**src/rtl/pdpl_pkg.sv**
```systemverilog
`default_nettype none
package pdpl_pkg;

  // Width of the GoodCRC wait timer.
  localparam int TimerWidth = 16;

  // Queue depths; both are powers of two so the pointers wrap naturally.
  localparam int CmdDepth = 2;
  localparam int ResDepth = 4;
  localparam int CmdPtrW = $clog2(CmdDepth);
  localparam int ResPtrW = $clog2(ResDepth);
  localparam int CmdCntW = $clog2(CmdDepth + 1);
  localparam int ResCntW = $clog2(ResDepth + 1);

  // Configuration register indexes.
  localparam logic [1:0] CFG_PHY_GOODCRC = 2'd0;
  localparam logic [1:0] CFG_MONITOR     = 2'd1;
  localparam logic [1:0] CFG_RETRY_LIMIT = 2'd2;
  localparam logic [1:0] CFG_CRC_TIMEOUT = 2'd3;

  // Event codes carried by a result.
  localparam logic [2:0] EV_NONE         = 3'd0;
  localparam logic [2:0] EV_RESET        = 3'd1;
  localparam logic [2:0] EV_MSG_RECEIVED = 3'd2;
  localparam logic [2:0] EV_TX_FAILED    = 3'd3;
  localparam logic [2:0] EV_CONNECTED    = 3'd4;
  localparam logic [2:0] EV_DISCONNECTED = 3'd5;

  // Input event codes.
  typedef enum logic [2:0] {
    OP_RESET   = 3'd0,
    OP_SEND    = 3'd1,
    OP_TX_DONE = 3'd2,
    OP_RX_MSG  = 3'd3,
    OP_TICK    = 3'd4,
    OP_CC      = 3'd5
  } op_t;

  // One classified request as it travels from the front to the back.
  typedef struct packed {
    op_t        op;
    logic       msg_is_goodcrc;
    logic [2:0] rx_message_id;
    logic       rx_is_sop;
    logic [1:0] rx_spec_rev;
    logic       tx_ok;
    logic [1:0] cc_line;
  } cmd_t;

  // One result as it waits in the output queue.
  typedef struct packed {
    logic       transmit;
    logic [2:0] tx_message_id;
    logic [1:0] tx_spec_rev;
    logic       tx_is_goodcrc;
    logic [1:0] tx_cc;
    logic       send_accepted;
    logic [2:0] event_code;
    logic       last;
  } res_t;

endpackage
`default_nettype wire

```
**src/rtl/pdpl_front.sv**
```systemverilog
`default_nettype none
module pdpl_front (
  input  wire logic            push,
  input  wire logic            full,
  input  wire logic [2:0]      op,
  input  wire logic            msg_is_goodcrc,
  input  wire logic [2:0]      rx_message_id,
  input  wire logic            rx_is_sop,
  input  wire logic [1:0]      rx_spec_rev,
  input  wire logic            tx_ok,
  input  wire logic [1:0]      cc_line,
  output logic                 wr_en,
  output pdpl_pkg::cmd_t       wr_cmd
);

  logic known;

  // Classify the op code; unused codes are accepted and dropped here.
  assign known = (op inside {pdpl_pkg::OP_RESET, pdpl_pkg::OP_SEND, pdpl_pkg::OP_TX_DONE,
                             pdpl_pkg::OP_RX_MSG, pdpl_pkg::OP_TICK, pdpl_pkg::OP_CC});

  assign wr_en = push && !full && known;

  always_comb begin
    wr_cmd.op             = pdpl_pkg::op_t'(op);
    wr_cmd.msg_is_goodcrc = msg_is_goodcrc;
    wr_cmd.rx_message_id  = rx_message_id;
    wr_cmd.rx_is_sop      = rx_is_sop;
    wr_cmd.rx_spec_rev    = rx_spec_rev;
    wr_cmd.tx_ok          = tx_ok;
    wr_cmd.cc_line        = cc_line;
  end

endmodule
`default_nettype wire

```
**src/rtl/pdpl_cmd_queue.sv**
```systemverilog
`default_nettype none
module pdpl_cmd_queue (
  input  wire logic            clk,
  input  wire logic            rst,
  input  wire logic            wr_en,
  input  wire pdpl_pkg::cmd_t  wr_cmd,
  output logic                 full,
  input  wire logic            rd_en,
  output logic                 rd_valid,
  output pdpl_pkg::cmd_t       rd_cmd
);

  pdpl_pkg::cmd_t                  slots [pdpl_pkg::CmdDepth];
  logic [pdpl_pkg::CmdPtrW-1:0]    head;
  logic [pdpl_pkg::CmdPtrW-1:0]    tail;
  logic [pdpl_pkg::CmdCntW-1:0]    count;

  assign full     = (count == pdpl_pkg::CmdCntW'(pdpl_pkg::CmdDepth));
  assign rd_valid = (count != '0);
  assign rd_cmd   = slots[head];

  // Pointers and fill count.
  always_ff @(posedge clk) begin
    if (rst) begin
      head  <= '0;
      tail  <= '0;
      count <= '0;
    end else begin
      if (wr_en) begin
        tail <= tail + 1'b1;
      end
      if (rd_en) begin
        head <= head + 1'b1;
      end
      if (wr_en && !rd_en) begin
        count <= count + 1'b1;
      end else if (rd_en && !wr_en) begin
        count <= count - 1'b1;
      end
    end
  end

  // Request storage.
  always_ff @(posedge clk) begin
    if (wr_en) begin
      slots[tail] <= wr_cmd;
    end
  end

endmodule
`default_nettype wire

```
**src/rtl/pdpl_res_queue.sv**
```systemverilog
`default_nettype none
module pdpl_res_queue (
  input  wire logic            clk,
  input  wire logic            rst,
  input  wire logic [1:0]      wr_count,
  input  wire pdpl_pkg::res_t  wr_res0,
  input  wire pdpl_pkg::res_t  wr_res1,
  output logic                 room,
  output logic                 empty,
  input  wire logic            pop,
  output pdpl_pkg::res_t       rd_res
);

  pdpl_pkg::res_t                  slots [pdpl_pkg::ResDepth];
  logic [pdpl_pkg::ResPtrW-1:0]    head;
  logic [pdpl_pkg::ResPtrW-1:0]    tail;
  logic [pdpl_pkg::ResCntW-1:0]    count;
  logic                            rd_en;

  // Room for the two results that one request can produce at most.
  assign room   = (count <= pdpl_pkg::ResCntW'(pdpl_pkg::ResDepth - 2));
  assign empty  = (count == '0);
  assign rd_en  = pop && !empty;
  assign rd_res = slots[head];

  // Pointers and fill count; up to two writes and one read per cycle.
  always_ff @(posedge clk) begin
    if (rst) begin
      head  <= '0;
      tail  <= '0;
      count <= '0;
    end else begin
      tail  <= tail + pdpl_pkg::ResPtrW'(wr_count);
      if (rd_en) begin
        head <= head + 1'b1;
      end
      count <= count + pdpl_pkg::ResCntW'(wr_count) - pdpl_pkg::ResCntW'(rd_en);
    end
  end

  // Result storage.
  always_ff @(posedge clk) begin
    if (wr_count != 2'd0) begin
      slots[tail] <= wr_res0;
    end
    if (wr_count == 2'd2) begin
      slots[tail + 1'b1] <= wr_res1;
    end
  end

endmodule
`default_nettype wire

```
**src/rtl/pdpl_back.sv**
```systemverilog
`default_nettype none
module pdpl_back (
  input  wire logic            clk,
  input  wire logic            rst,
  input  wire logic            cfg_valid,
  input  wire logic [1:0]      cfg_index,
  input  wire logic [15:0]     cfg_data,
  input  wire logic            cmd_valid,
  input  wire pdpl_pkg::cmd_t  cmd,
  output logic                 cmd_take,
  input  wire logic            room,
  output logic [1:0]           wr_count,
  output pdpl_pkg::res_t       wr_res0,
  output pdpl_pkg::res_t       wr_res1
);

  localparam int TW = pdpl_pkg::TimerWidth;

  // Configuration registers.
  logic        phy_gc;
  logic        monitor_only;
  logic [2:0]  retry_limit;
  logic [15:0] crc_timeout;

  // Protocol state.
  logic [2:0]    tx_id,        tx_id_next;
  logic [3:0]    retries_left, retries_left_next;
  logic          tx_kind_gc,   tx_kind_gc_next;
  logic [TW-1:0] crc_timer,    crc_timer_next;
  logic [2:0]    last_rx_id,   last_rx_id_next;
  logic          last_rx_valid, last_rx_valid_next;
  logic [1:0]    spec_rev,     spec_rev_next;
  logic          pending,      pending_next;
  logic [1:0]    cc_pin,       cc_pin_next;

  logic [TW-1:0] timer_load;
  logic [TW-1:0] timer_dec;
  logic [3:0]    retries_dec;
  logic [3:0]    retries_full;
  logic          busy;
  logic          rx_fail;
  logic          rx_reply;
  logic          rx_new_id;
  logic [2:0]    send_id;
  logic [2:0]    tx_id_inc;
  logic          adv_step;

  assign cmd_take     = cmd_valid && room;
  assign busy         = (retries_left != 4'd0);
  assign timer_load   = (TW'(crc_timeout) == '0) ? TW'(1) : TW'(crc_timeout);
  assign timer_dec    = crc_timer - 1'b1;
  assign retries_dec  = busy ? retries_left - 4'd1 : 4'd0;
  assign retries_full = {1'b0, retry_limit} + 4'd1;
  assign tx_id_inc    = tx_id + 3'd1;
  assign adv_step     = phy_gc || !tx_kind_gc;
  assign rx_fail      = busy && (!cmd.msg_is_goodcrc || !cmd.rx_is_sop ||
                                 cmd.rx_message_id != tx_id);
  assign rx_reply     = !cmd.msg_is_goodcrc && cmd.rx_is_sop && !monitor_only;
  assign rx_new_id    = !last_rx_valid || cmd.rx_message_id != last_rx_id;
  assign send_id      = (!phy_gc && cmd.msg_is_goodcrc) ? last_rx_id : tx_id;

  // Carry out one request: next state and up to two results.
  always_comb begin
    tx_id_next         = tx_id;
    retries_left_next  = retries_left;
    tx_kind_gc_next    = tx_kind_gc;
    crc_timer_next     = crc_timer;
    last_rx_id_next    = last_rx_id;
    last_rx_valid_next = last_rx_valid;
    spec_rev_next      = spec_rev;
    pending_next       = pending;
    cc_pin_next        = cc_pin;
    wr_res0            = '0;
    wr_res1            = '0;
    wr_count           = 2'd0;

    if (cmd_take) begin
      case (cmd.op)
        pdpl_pkg::OP_RESET: begin
          tx_id_next         = 3'd0;
          retries_left_next  = 4'd0;
          tx_kind_gc_next    = 1'b0;
          crc_timer_next     = '0;
          last_rx_id_next    = 3'd0;
          last_rx_valid_next = 1'b0;
          pending_next       = 1'b0;
          wr_res0.event_code = pdpl_pkg::EV_RESET;
          wr_count           = 2'd1;
        end

        pdpl_pkg::OP_SEND: begin
          wr_count = 2'd1;
          if (!busy) begin
            tx_kind_gc_next       = cmd.msg_is_goodcrc;
            retries_left_next     = retries_full;
            wr_res0.transmit      = 1'b1;
            wr_res0.tx_message_id = send_id;
            wr_res0.tx_spec_rev   = spec_rev;
            wr_res0.tx_is_goodcrc = cmd.msg_is_goodcrc;
            wr_res0.tx_cc         = cc_pin;
            wr_res0.send_accepted = 1'b1;
          end
        end

        pdpl_pkg::OP_TX_DONE: begin
          if (!cmd.tx_ok || phy_gc) begin
            retries_left_next = 4'd0;
            if (adv_step) begin
              tx_id_next = tx_id_inc;
            end
          end else if (!tx_kind_gc) begin
            crc_timer_next = timer_load;
          end else begin
            // A GoodCRC reply went out: deliver the message it answered.
            retries_left_next = 4'd0;
            if (pending) begin
              pending_next       = 1'b0;
              wr_res0.event_code = pdpl_pkg::EV_MSG_RECEIVED;
              wr_count           = 2'd1;
            end
          end
        end

        pdpl_pkg::OP_RX_MSG: begin
          if (phy_gc) begin
            wr_res0.event_code = pdpl_pkg::EV_MSG_RECEIVED;
            wr_count           = 2'd1;
          end else begin
            // Any message ends a transmission that waits for its GoodCRC.
            if (busy) begin
              crc_timer_next    = '0;
              retries_left_next = 4'd0;
              pending_next      = 1'b0;
              if (!tx_kind_gc) begin
                tx_id_next = tx_id_inc;
              end
            end
            if (rx_reply) begin
              // Duplicate IDs get a GoodCRC but no second delivery.
              if (rx_new_id) begin
                pending_next       = 1'b1;
                last_rx_id_next    = cmd.rx_message_id;
                last_rx_valid_next = 1'b1;
                spec_rev_next      = cmd.rx_spec_rev;
              end
              tx_kind_gc_next       = 1'b1;
              retries_left_next     = retries_full;
              wr_res0.transmit      = 1'b1;
              wr_res0.tx_message_id = rx_new_id ? cmd.rx_message_id : last_rx_id;
              wr_res0.tx_spec_rev   = rx_new_id ? cmd.rx_spec_rev : spec_rev;
              wr_res0.tx_is_goodcrc = 1'b1;
              wr_res0.tx_cc         = cc_pin;
              if (rx_fail) begin
                wr_res1.event_code = pdpl_pkg::EV_TX_FAILED;
                wr_count           = 2'd2;
              end else begin
                wr_count = 2'd1;
              end
            end else if (rx_fail) begin
              wr_res0.event_code = pdpl_pkg::EV_TX_FAILED;
              wr_count           = 2'd1;
            end
          end
        end

        pdpl_pkg::OP_TICK: begin
          if (crc_timer != '0) begin
            crc_timer_next = timer_dec;
            if (timer_dec == '0) begin
              // Timeout: retry a normal message while budget remains, else give up the slot.
              if (retries_dec != 4'd0 && !tx_kind_gc) begin
                retries_left_next     = retries_dec;
                wr_res0.transmit      = 1'b1;
                wr_res0.tx_message_id = tx_id;
                wr_res0.tx_spec_rev   = spec_rev;
                wr_res0.tx_cc         = cc_pin;
                wr_count              = 2'd1;
              end else begin
                retries_left_next = 4'd0;
                if (adv_step) begin
                  tx_id_next = tx_id_inc;
                end
              end
            end
          end
        end

        pdpl_pkg::OP_CC: begin
          cc_pin_next        = cmd.cc_line;
          wr_res0.event_code = (cmd.cc_line == 2'd0) ? pdpl_pkg::EV_DISCONNECTED
                                                     : pdpl_pkg::EV_CONNECTED;
          wr_count           = 2'd1;
        end

        default: begin
        end
      endcase

      // Mark the final result of this request.
      if (wr_count == 2'd1) begin
        wr_res0.last = 1'b1;
      end else if (wr_count == 2'd2) begin
        wr_res1.last = 1'b1;
      end
    end
  end

  // Configuration registers.
  always_ff @(posedge clk) begin
    if (rst) begin
      phy_gc       <= 1'b0;
      monitor_only <= 1'b1;
      retry_limit  <= 3'd2;
      crc_timeout  <= 16'd1000;
    end else if (cfg_valid) begin
      case (cfg_index)
        pdpl_pkg::CFG_PHY_GOODCRC: phy_gc       <= cfg_data[0];
        pdpl_pkg::CFG_MONITOR:     monitor_only <= cfg_data[0];
        pdpl_pkg::CFG_RETRY_LIMIT: retry_limit  <= cfg_data[2:0];
        pdpl_pkg::CFG_CRC_TIMEOUT: crc_timeout  <= cfg_data;
        default: begin
        end
      endcase
    end
  end

  // Protocol state registers.
  always_ff @(posedge clk) begin
    if (rst) begin
      tx_id         <= 3'd0;
      retries_left  <= 4'd0;
      tx_kind_gc    <= 1'b0;
      crc_timer     <= '0;
      last_rx_id    <= 3'd0;
      last_rx_valid <= 1'b0;
      spec_rev      <= 2'd1;
      pending       <= 1'b0;
      cc_pin        <= 2'd0;
    end else begin
      tx_id         <= tx_id_next;
      retries_left  <= retries_left_next;
      tx_kind_gc    <= tx_kind_gc_next;
      crc_timer     <= crc_timer_next;
      last_rx_id    <= last_rx_id_next;
      last_rx_valid <= last_rx_valid_next;
      spec_rev      <= spec_rev_next;
      pending       <= pending_next;
      cc_pin        <= cc_pin_next;
    end
  end

endmodule
`default_nettype wire

```
**src/rtl/pd_protocol_layer_sink_core.sv**
```systemverilog
`default_nettype none
// USB Power Delivery protocol layer for a sink: it tracks the transmit message
// ID, sends GoodCRC replies unless the PHY does so or monitor mode is set, drops
// duplicate received IDs and retries a transmission when its GoodCRC does not
// arrive in time. One request can be pushed every clock cycle while the request
// queue is not full. A request sits in a two-entry queue and is then executed by
// the back end, which writes zero, one or two results into a four-entry result
// queue whose head drives the result ports. The result queue drains one result
// per cycle while pop is high, so requests that yield two results (a GoodCRC
// reply plus a transmit failure) outrun it and the back end waits for room. Op
// codes 6 and 7 are accepted and dropped. Configuration writes are taken in any
// cycle (cfg_ready is always high) and must only be issued while the block is idle.
module pd_protocol_layer_sink_core (
  input  wire logic        clk,
  input  wire logic        rst,
  // Request side.
  input  wire logic        push,
  output logic             full,
  input  wire logic [2:0]  op,
  input  wire logic        msg_is_goodcrc,
  input  wire logic [2:0]  rx_message_id,
  input  wire logic        rx_is_sop,
  input  wire logic [1:0]  rx_spec_rev,
  input  wire logic        tx_ok,
  input  wire logic [1:0]  cc_line,
  // Result side.
  output logic             empty,
  input  wire logic        pop,
  output logic             transmit,
  output logic [2:0]       tx_message_id,
  output logic [1:0]       tx_spec_rev,
  output logic             tx_is_goodcrc,
  output logic [1:0]       tx_cc,
  output logic             send_accepted,
  output logic [2:0]       event_code,
  output logic             last,
  // Configuration write channel.
  input  wire logic        cfg_valid,
  output logic             cfg_ready,
  input  wire logic [1:0]  cfg_index,
  input  wire logic [15:0] cfg_data
);

  logic            fe_wr_en;
  pdpl_pkg::cmd_t  fe_cmd;
  logic            cmd_valid;
  pdpl_pkg::cmd_t  cmd;
  logic            cmd_take;
  logic            room;
  logic [1:0]      wr_count;
  pdpl_pkg::res_t  wr_res0;
  pdpl_pkg::res_t  wr_res1;
  pdpl_pkg::res_t  rd_res;

  assign cfg_ready = 1'b1;

  pdpl_front u_front (
    .push           (push),
    .full           (full),
    .op             (op),
    .msg_is_goodcrc (msg_is_goodcrc),
    .rx_message_id  (rx_message_id),
    .rx_is_sop      (rx_is_sop),
    .rx_spec_rev    (rx_spec_rev),
    .tx_ok          (tx_ok),
    .cc_line        (cc_line),
    .wr_en          (fe_wr_en),
    .wr_cmd         (fe_cmd)
  );

  pdpl_cmd_queue u_cmd_queue (
    .clk      (clk),
    .rst      (rst),
    .wr_en    (fe_wr_en),
    .wr_cmd   (fe_cmd),
    .full     (full),
    .rd_en    (cmd_take),
    .rd_valid (cmd_valid),
    .rd_cmd   (cmd)
  );

  pdpl_back u_back (
    .clk       (clk),
    .rst       (rst),
    .cfg_valid (cfg_valid),
    .cfg_index (cfg_index),
    .cfg_data  (cfg_data),
    .cmd_valid (cmd_valid),
    .cmd       (cmd),
    .cmd_take  (cmd_take),
    .room      (room),
    .wr_count  (wr_count),
    .wr_res0   (wr_res0),
    .wr_res1   (wr_res1)
  );

  pdpl_res_queue u_res_queue (
    .clk      (clk),
    .rst      (rst),
    .wr_count (wr_count),
    .wr_res0  (wr_res0),
    .wr_res1  (wr_res1),
    .room     (room),
    .empty    (empty),
    .pop      (pop),
    .rd_res   (rd_res)
  );

  assign transmit      = rd_res.transmit;
  assign tx_message_id = rd_res.tx_message_id;
  assign tx_spec_rev   = rd_res.tx_spec_rev;
  assign tx_is_goodcrc = rd_res.tx_is_goodcrc;
  assign tx_cc         = rd_res.tx_cc;
  assign send_accepted = rd_res.send_accepted;
  assign event_code    = rd_res.event_code;
  assign last          = rd_res.last;

endmodule
`default_nettype wire
```
**config.mk**
```make
export PLATFORM = sky130hd
export DESIGN_NAME = pd_protocol_layer_sink_core
export DESIGN_NICKNAME = d
export VERILOG_FILES = /design/src/rtl/pdpl_pkg.sv /design/src/rtl/pdpl_front.sv /design/src/rtl/pdpl_cmd_queue.sv /design/src/rtl/pdpl_res_queue.sv /design/src/rtl/pdpl_back.sv /design/src/rtl/pd_protocol_layer_sink_core.sv
export SDC_FILE = /design/constraint.sdc
export NUM_CORES = 1
export LEC_CHECK = 0
export BUFFER_PORTS_ARGS = -buffer_cell sky130_fd_sc_hd__buf_2
export CAP_MARGIN = 10
export CORE_ASPECT_RATIO = 0.7
export CORE_UTILIZATION = 35
export CTS_CLUSTER_DIAMETER = 50
export DETAILED_ROUTE_END_ITERATION = 7
export GPL_TIMING_DRIVEN = 1
export SLEW_MARGIN = 20
export SYNTH_ARGS = -nofsm -noshare
export SYNTH_HDL_FRONTEND = slang
export SYNTH_SLANG_ARGS = --single-unit
```
**constraint.sdc**
```tcl
create_clock -name clk -period 8.1 [get_ports clk]
set_clock_uncertainty 0.15 [all_clocks]
set_input_delay 0.81 -clock clk [delete_from_list [all_inputs] [get_ports clk]]
set_output_delay 0.81 -clock clk [all_outputs]
set_load 0.01 [all_outputs]
```
==> summary.md <==
| Metric | Value |
|---|---|
| Status | finished, final reports clean |
| Required time worst endpoint | just over 8 ns |
| FF-to-FF path depth | 9 |
| Largest net degree at the start of global routing | between 50 and 60 |
| Post-synth top area share | 30.6% |
| GRT Total Usage | 18.3% |
| DRT Pass-1 Iters | 7 |
| Nets | about 830 |
| Final GP Congestion | 0.863 |
| Final WL | 18.9 mm |
| Top FF cell, synth | dfxtp_1 |
| Hold path depth | 1 |
| Synth area leader | dfxtp_1 |
| CTS tree | done |
| DR WL/cell | 17.8 um |
| Final Hold Fails | 0 |
| Synthesized flop and latch total | 150 |
| Relative slew margins | 34.6% |
| Sequential-to-total area share from yosys stat | 46.2% |
| Initial DRC count | roughly 600 |
| Clock tree buffer depth | 2 |
| First-pass GRT wire length | 30.4 mm |
| Core area | 0.0201 mm^2 |
| Max Slew Vio Count | 0 |
| Via density | approximately 5.6 |
| Most frequent cells in the layout | 111 x dfxtp_1, 77 x nand2_1, 59 x nor2_1 |
| CTS Hold Bufs | 0 |
| Clock root cell | clkbuf_16 |
| Setup Fix Bufs, Post-CTS | 0 |
| Area grow syn2layout | 14.1% |
| Lkg Pwr | 3.02 nW |
| Distinct cell type count after synthesis | 87 |
| Die width | 175 um |
| Post_cts resized | 0 |
| Crit path time final | 4.25 ns |
| Synth warnings | 0 |
| Starting density of the core | 36.4% |
| Post-synth EDFFs | 38 |
| Initial antenna violation count | 0 |
| TNS Setup | 0 ns |
| Crit-path max FO | 12 |
| Setup-failing EPs final | 0 |
| CTS Buf Count | 17 |
| Cells after synthesis | 739 |
| Area contributors post-synth | dfxtp_1 31%, edfxtp_1 16%, mux4_2 4.3%, nand2_1 4.0%, a21oi_1 3.7% |
| Clock Sinks | 150 |
| # placed instances | a little over 1000 |
| Overall die height | 123 um |
| VDD IR max | 0.139 mV |
| Pwr/cell area | 286 mW/mm^2 |
| Post-detail-place hpwl | 13.6 mm |
| Share of cells above drive strength 1 | 16.9% |
| Syn Nets | between 700 and 800 |
| Ys async rst share | 0% |
| Antenna violation net count after detailed routing | 0 |
| Post-route DRC | 0 |
| CP startpoint kind | flip-flop |
| I/O Pins | 53 |
| Cell area after synthesis | ~0.0073 mm^2 |
| Fmax | 235 MHz |
| RSZ-0062 raised after global routing | no |
| Vias | between 5000 and 6000 |
| Kind of end point of the critical path | flip-flop |
| Syn Area/Cell | 9.90 um^2 |
| Worst-Margin Slew | 0.979 ns |
| Clock Pin Slew Worst Setup and Hold Paths | roughly 0.06 ns |
| Period utilization | 52.4% |
| Worst path arrival time | 4.21 ns |
| DIE AREA | 0.0215 mm^2 |
| Hold Path Class | reg -> reg |
| WHS | ~0.31 ns |
| # rows | 43 |
| Most common cell after layout, fill and taps aside | dfxtp_1 |
| Vias in the first global route | 5407 |
| N_diodes | 0 |
| Max Cap Viol | 0 |
| H-tree levels | 4 |
| Final instance count without filler cells | 1063 |
| Port bufs | 51 |
| Clk Latency, worst-skew pair | 0.43 ns |
| Gr ovfl total | 0 |
| WS Path Type | reg -> reg |
## final cells by class
type,instances,area (um^2)
clock buffers,19,433
clock inverters,13,114
fillers,1979,11800
inverters,20,75.1
multi-input cells,533,3690
flip-flops and latches,150,3380
well taps,270,338
repair buffers,58,308
## synth_stat cells (3+ instances only)
library cell / count
nand2_1: 77
or4_1: 4
dfxtp_1: 112
nand2b_1: 6
o21a_1: 4
o21ai_1: 4
nand3b_1: 8
nand4_1: 7
nor4_1: 8
a22oi_1: 4
o31ai_1: 5
xnor2_1: 11
mux2_2: 6
nor3b_1: 5
o2bb2ai_1: 19
ha_1: 11
a221oi_1: 3
nor3_1: 22
xor2_1: 9
and2_1: 10
a21oi_1: 54
buf_2: 10
or3_1: 6
a211oi_1: 7
a22o_1: 20
a211o_1: 4
a32oi_1: 3
o22ai_1: 3
a32o_1: 12
clkbuf_1: 20
o21ai_0: 36
nor2b_1: 8
edfxtp_1: 38
mux2i_1: 13
mux4_2: 14
a31oi_1: 4
nand3_1: 14
nor2_1: 59
inv_1: 17
## worst paths after layout
kind / startpoint / endpoint / slack (ns)
min reg2reg: u_res_queue.slots[0][11]$_SDFFE_PP0P_ / u_res_queue.slots[0][11]$_SDFFE_PP0P_ / 0.31
min: u_res_queue.slots[0][11]$_SDFFE_PP0P_ / u_res_queue.slots[0][11]$_SDFFE_PP0P_ / 0.31
max: u_back.crc_timer[1]$_SDFFE_PP0P_ / u_res_queue.slots[1][2]$_DFFE_PP_ / 3.85
max reg2reg: u_back.crc_timer[1]$_SDFFE_PP0P_ / u_res_queue.slots[1][2]$_DFFE_PP_ / 3.85
## through the flow
step	power, W	util (%)	instance area (um^2)	setup WS, ns
6_report	0.00239	41.5	8350	3.85
5_1_grt	0.00253	41.5	8350	3.55
4_1_cts	0.00239	41.5	8340	3.72
3_5_place_dp	0.00165	38.7	7800	3.77
3_3_place_gp	0.00166	38.7	7790	3.86
2_1_floorplan	0.00146	-	7320	4.48
## critical path: stages, from the launching register on
cell and delay, ns:
dfxtp_1 0.37, inv_1 0.14, ha_1 0.37, nor3b_1 0.61
nand4_1 0.20, xnor2_1 0.28, nor4_4 0.76, o21a_4 0.28
nand3b_1 0.47, inv_1 0.30
## layer usage
layer | up-vias | track usage [%] | routed length, um
met5 | - | 0 | 0
met4 | 0 | 4.73 | 144
met3 | 16 | 4.34 | 1530
met2 | 214 | 23.6 | 7200
met1 | 2824 | 29.4 | 10100
li1 | 2877 | - | -
## power breakdown
| part | leakage [nW] | switching [W] | internal, W |
|---|---|---|---|
| combinational | 1.52 | 0.000431 | 0.000277 |
| sequential | 1.25 | 0.0000996 | 0.000843 |
| clock | 0.255 | 0.000338 | 0.000401 |
| total | 3.02 | 0.000868 | 0.00152 |
## flip-flops by register name, indices dropped and copies added, names as in the netlist, named ones only
| register | flops |
|---|---|
| u_res_queue.head | 2 |
| u_back.retries_left | 4 |
| u_res_queue.count | 3 |
| u_res_queue.tail | 2 |
| u_back.last_rx_valid | 1 |
| u_cmd_queue.count | 2 |
| u_res_queue.slots | 56 |
| u_cmd_queue.head | 1 |
| u_cmd_queue.slots | 26 |
| u_back.tx_kind_gc | 1 |
| u_back.phy_gc | 1 |
| u_back.crc_timer | 16 |
| u_cmd_queue.tail | 1 |
| u_back.cc_pin | 2 |
| u_back.tx_id | 3 |
| u_back.pending | 1 |
| u_back.last_rx_id | 3 |
| u_back.retry_limit | 3 |
| u_back.monitor_only | 1 |
| u_back.spec_rev | 2 |
| u_back.crc_timeout | 16 |
## logic make-up (layout without fill, tap and decap cells)
family / Yosys count / after routing / synth area share, %
buf+inv: 56 / 110 / 3.35
simple gates: 250 / 250 / 17.3
xor+xnor: 20 / 20 / 2.39
fa+ha+maj: 12 / 12 / 2.15
other cells: 1 / 1 / 0.0513
compound gates: 216 / 216 / 21.3
flops: 150 / 150 / 46.2
mux: 34 / 34 / 7.20
No activity file was read; power rests on OpenSTA's default activity.
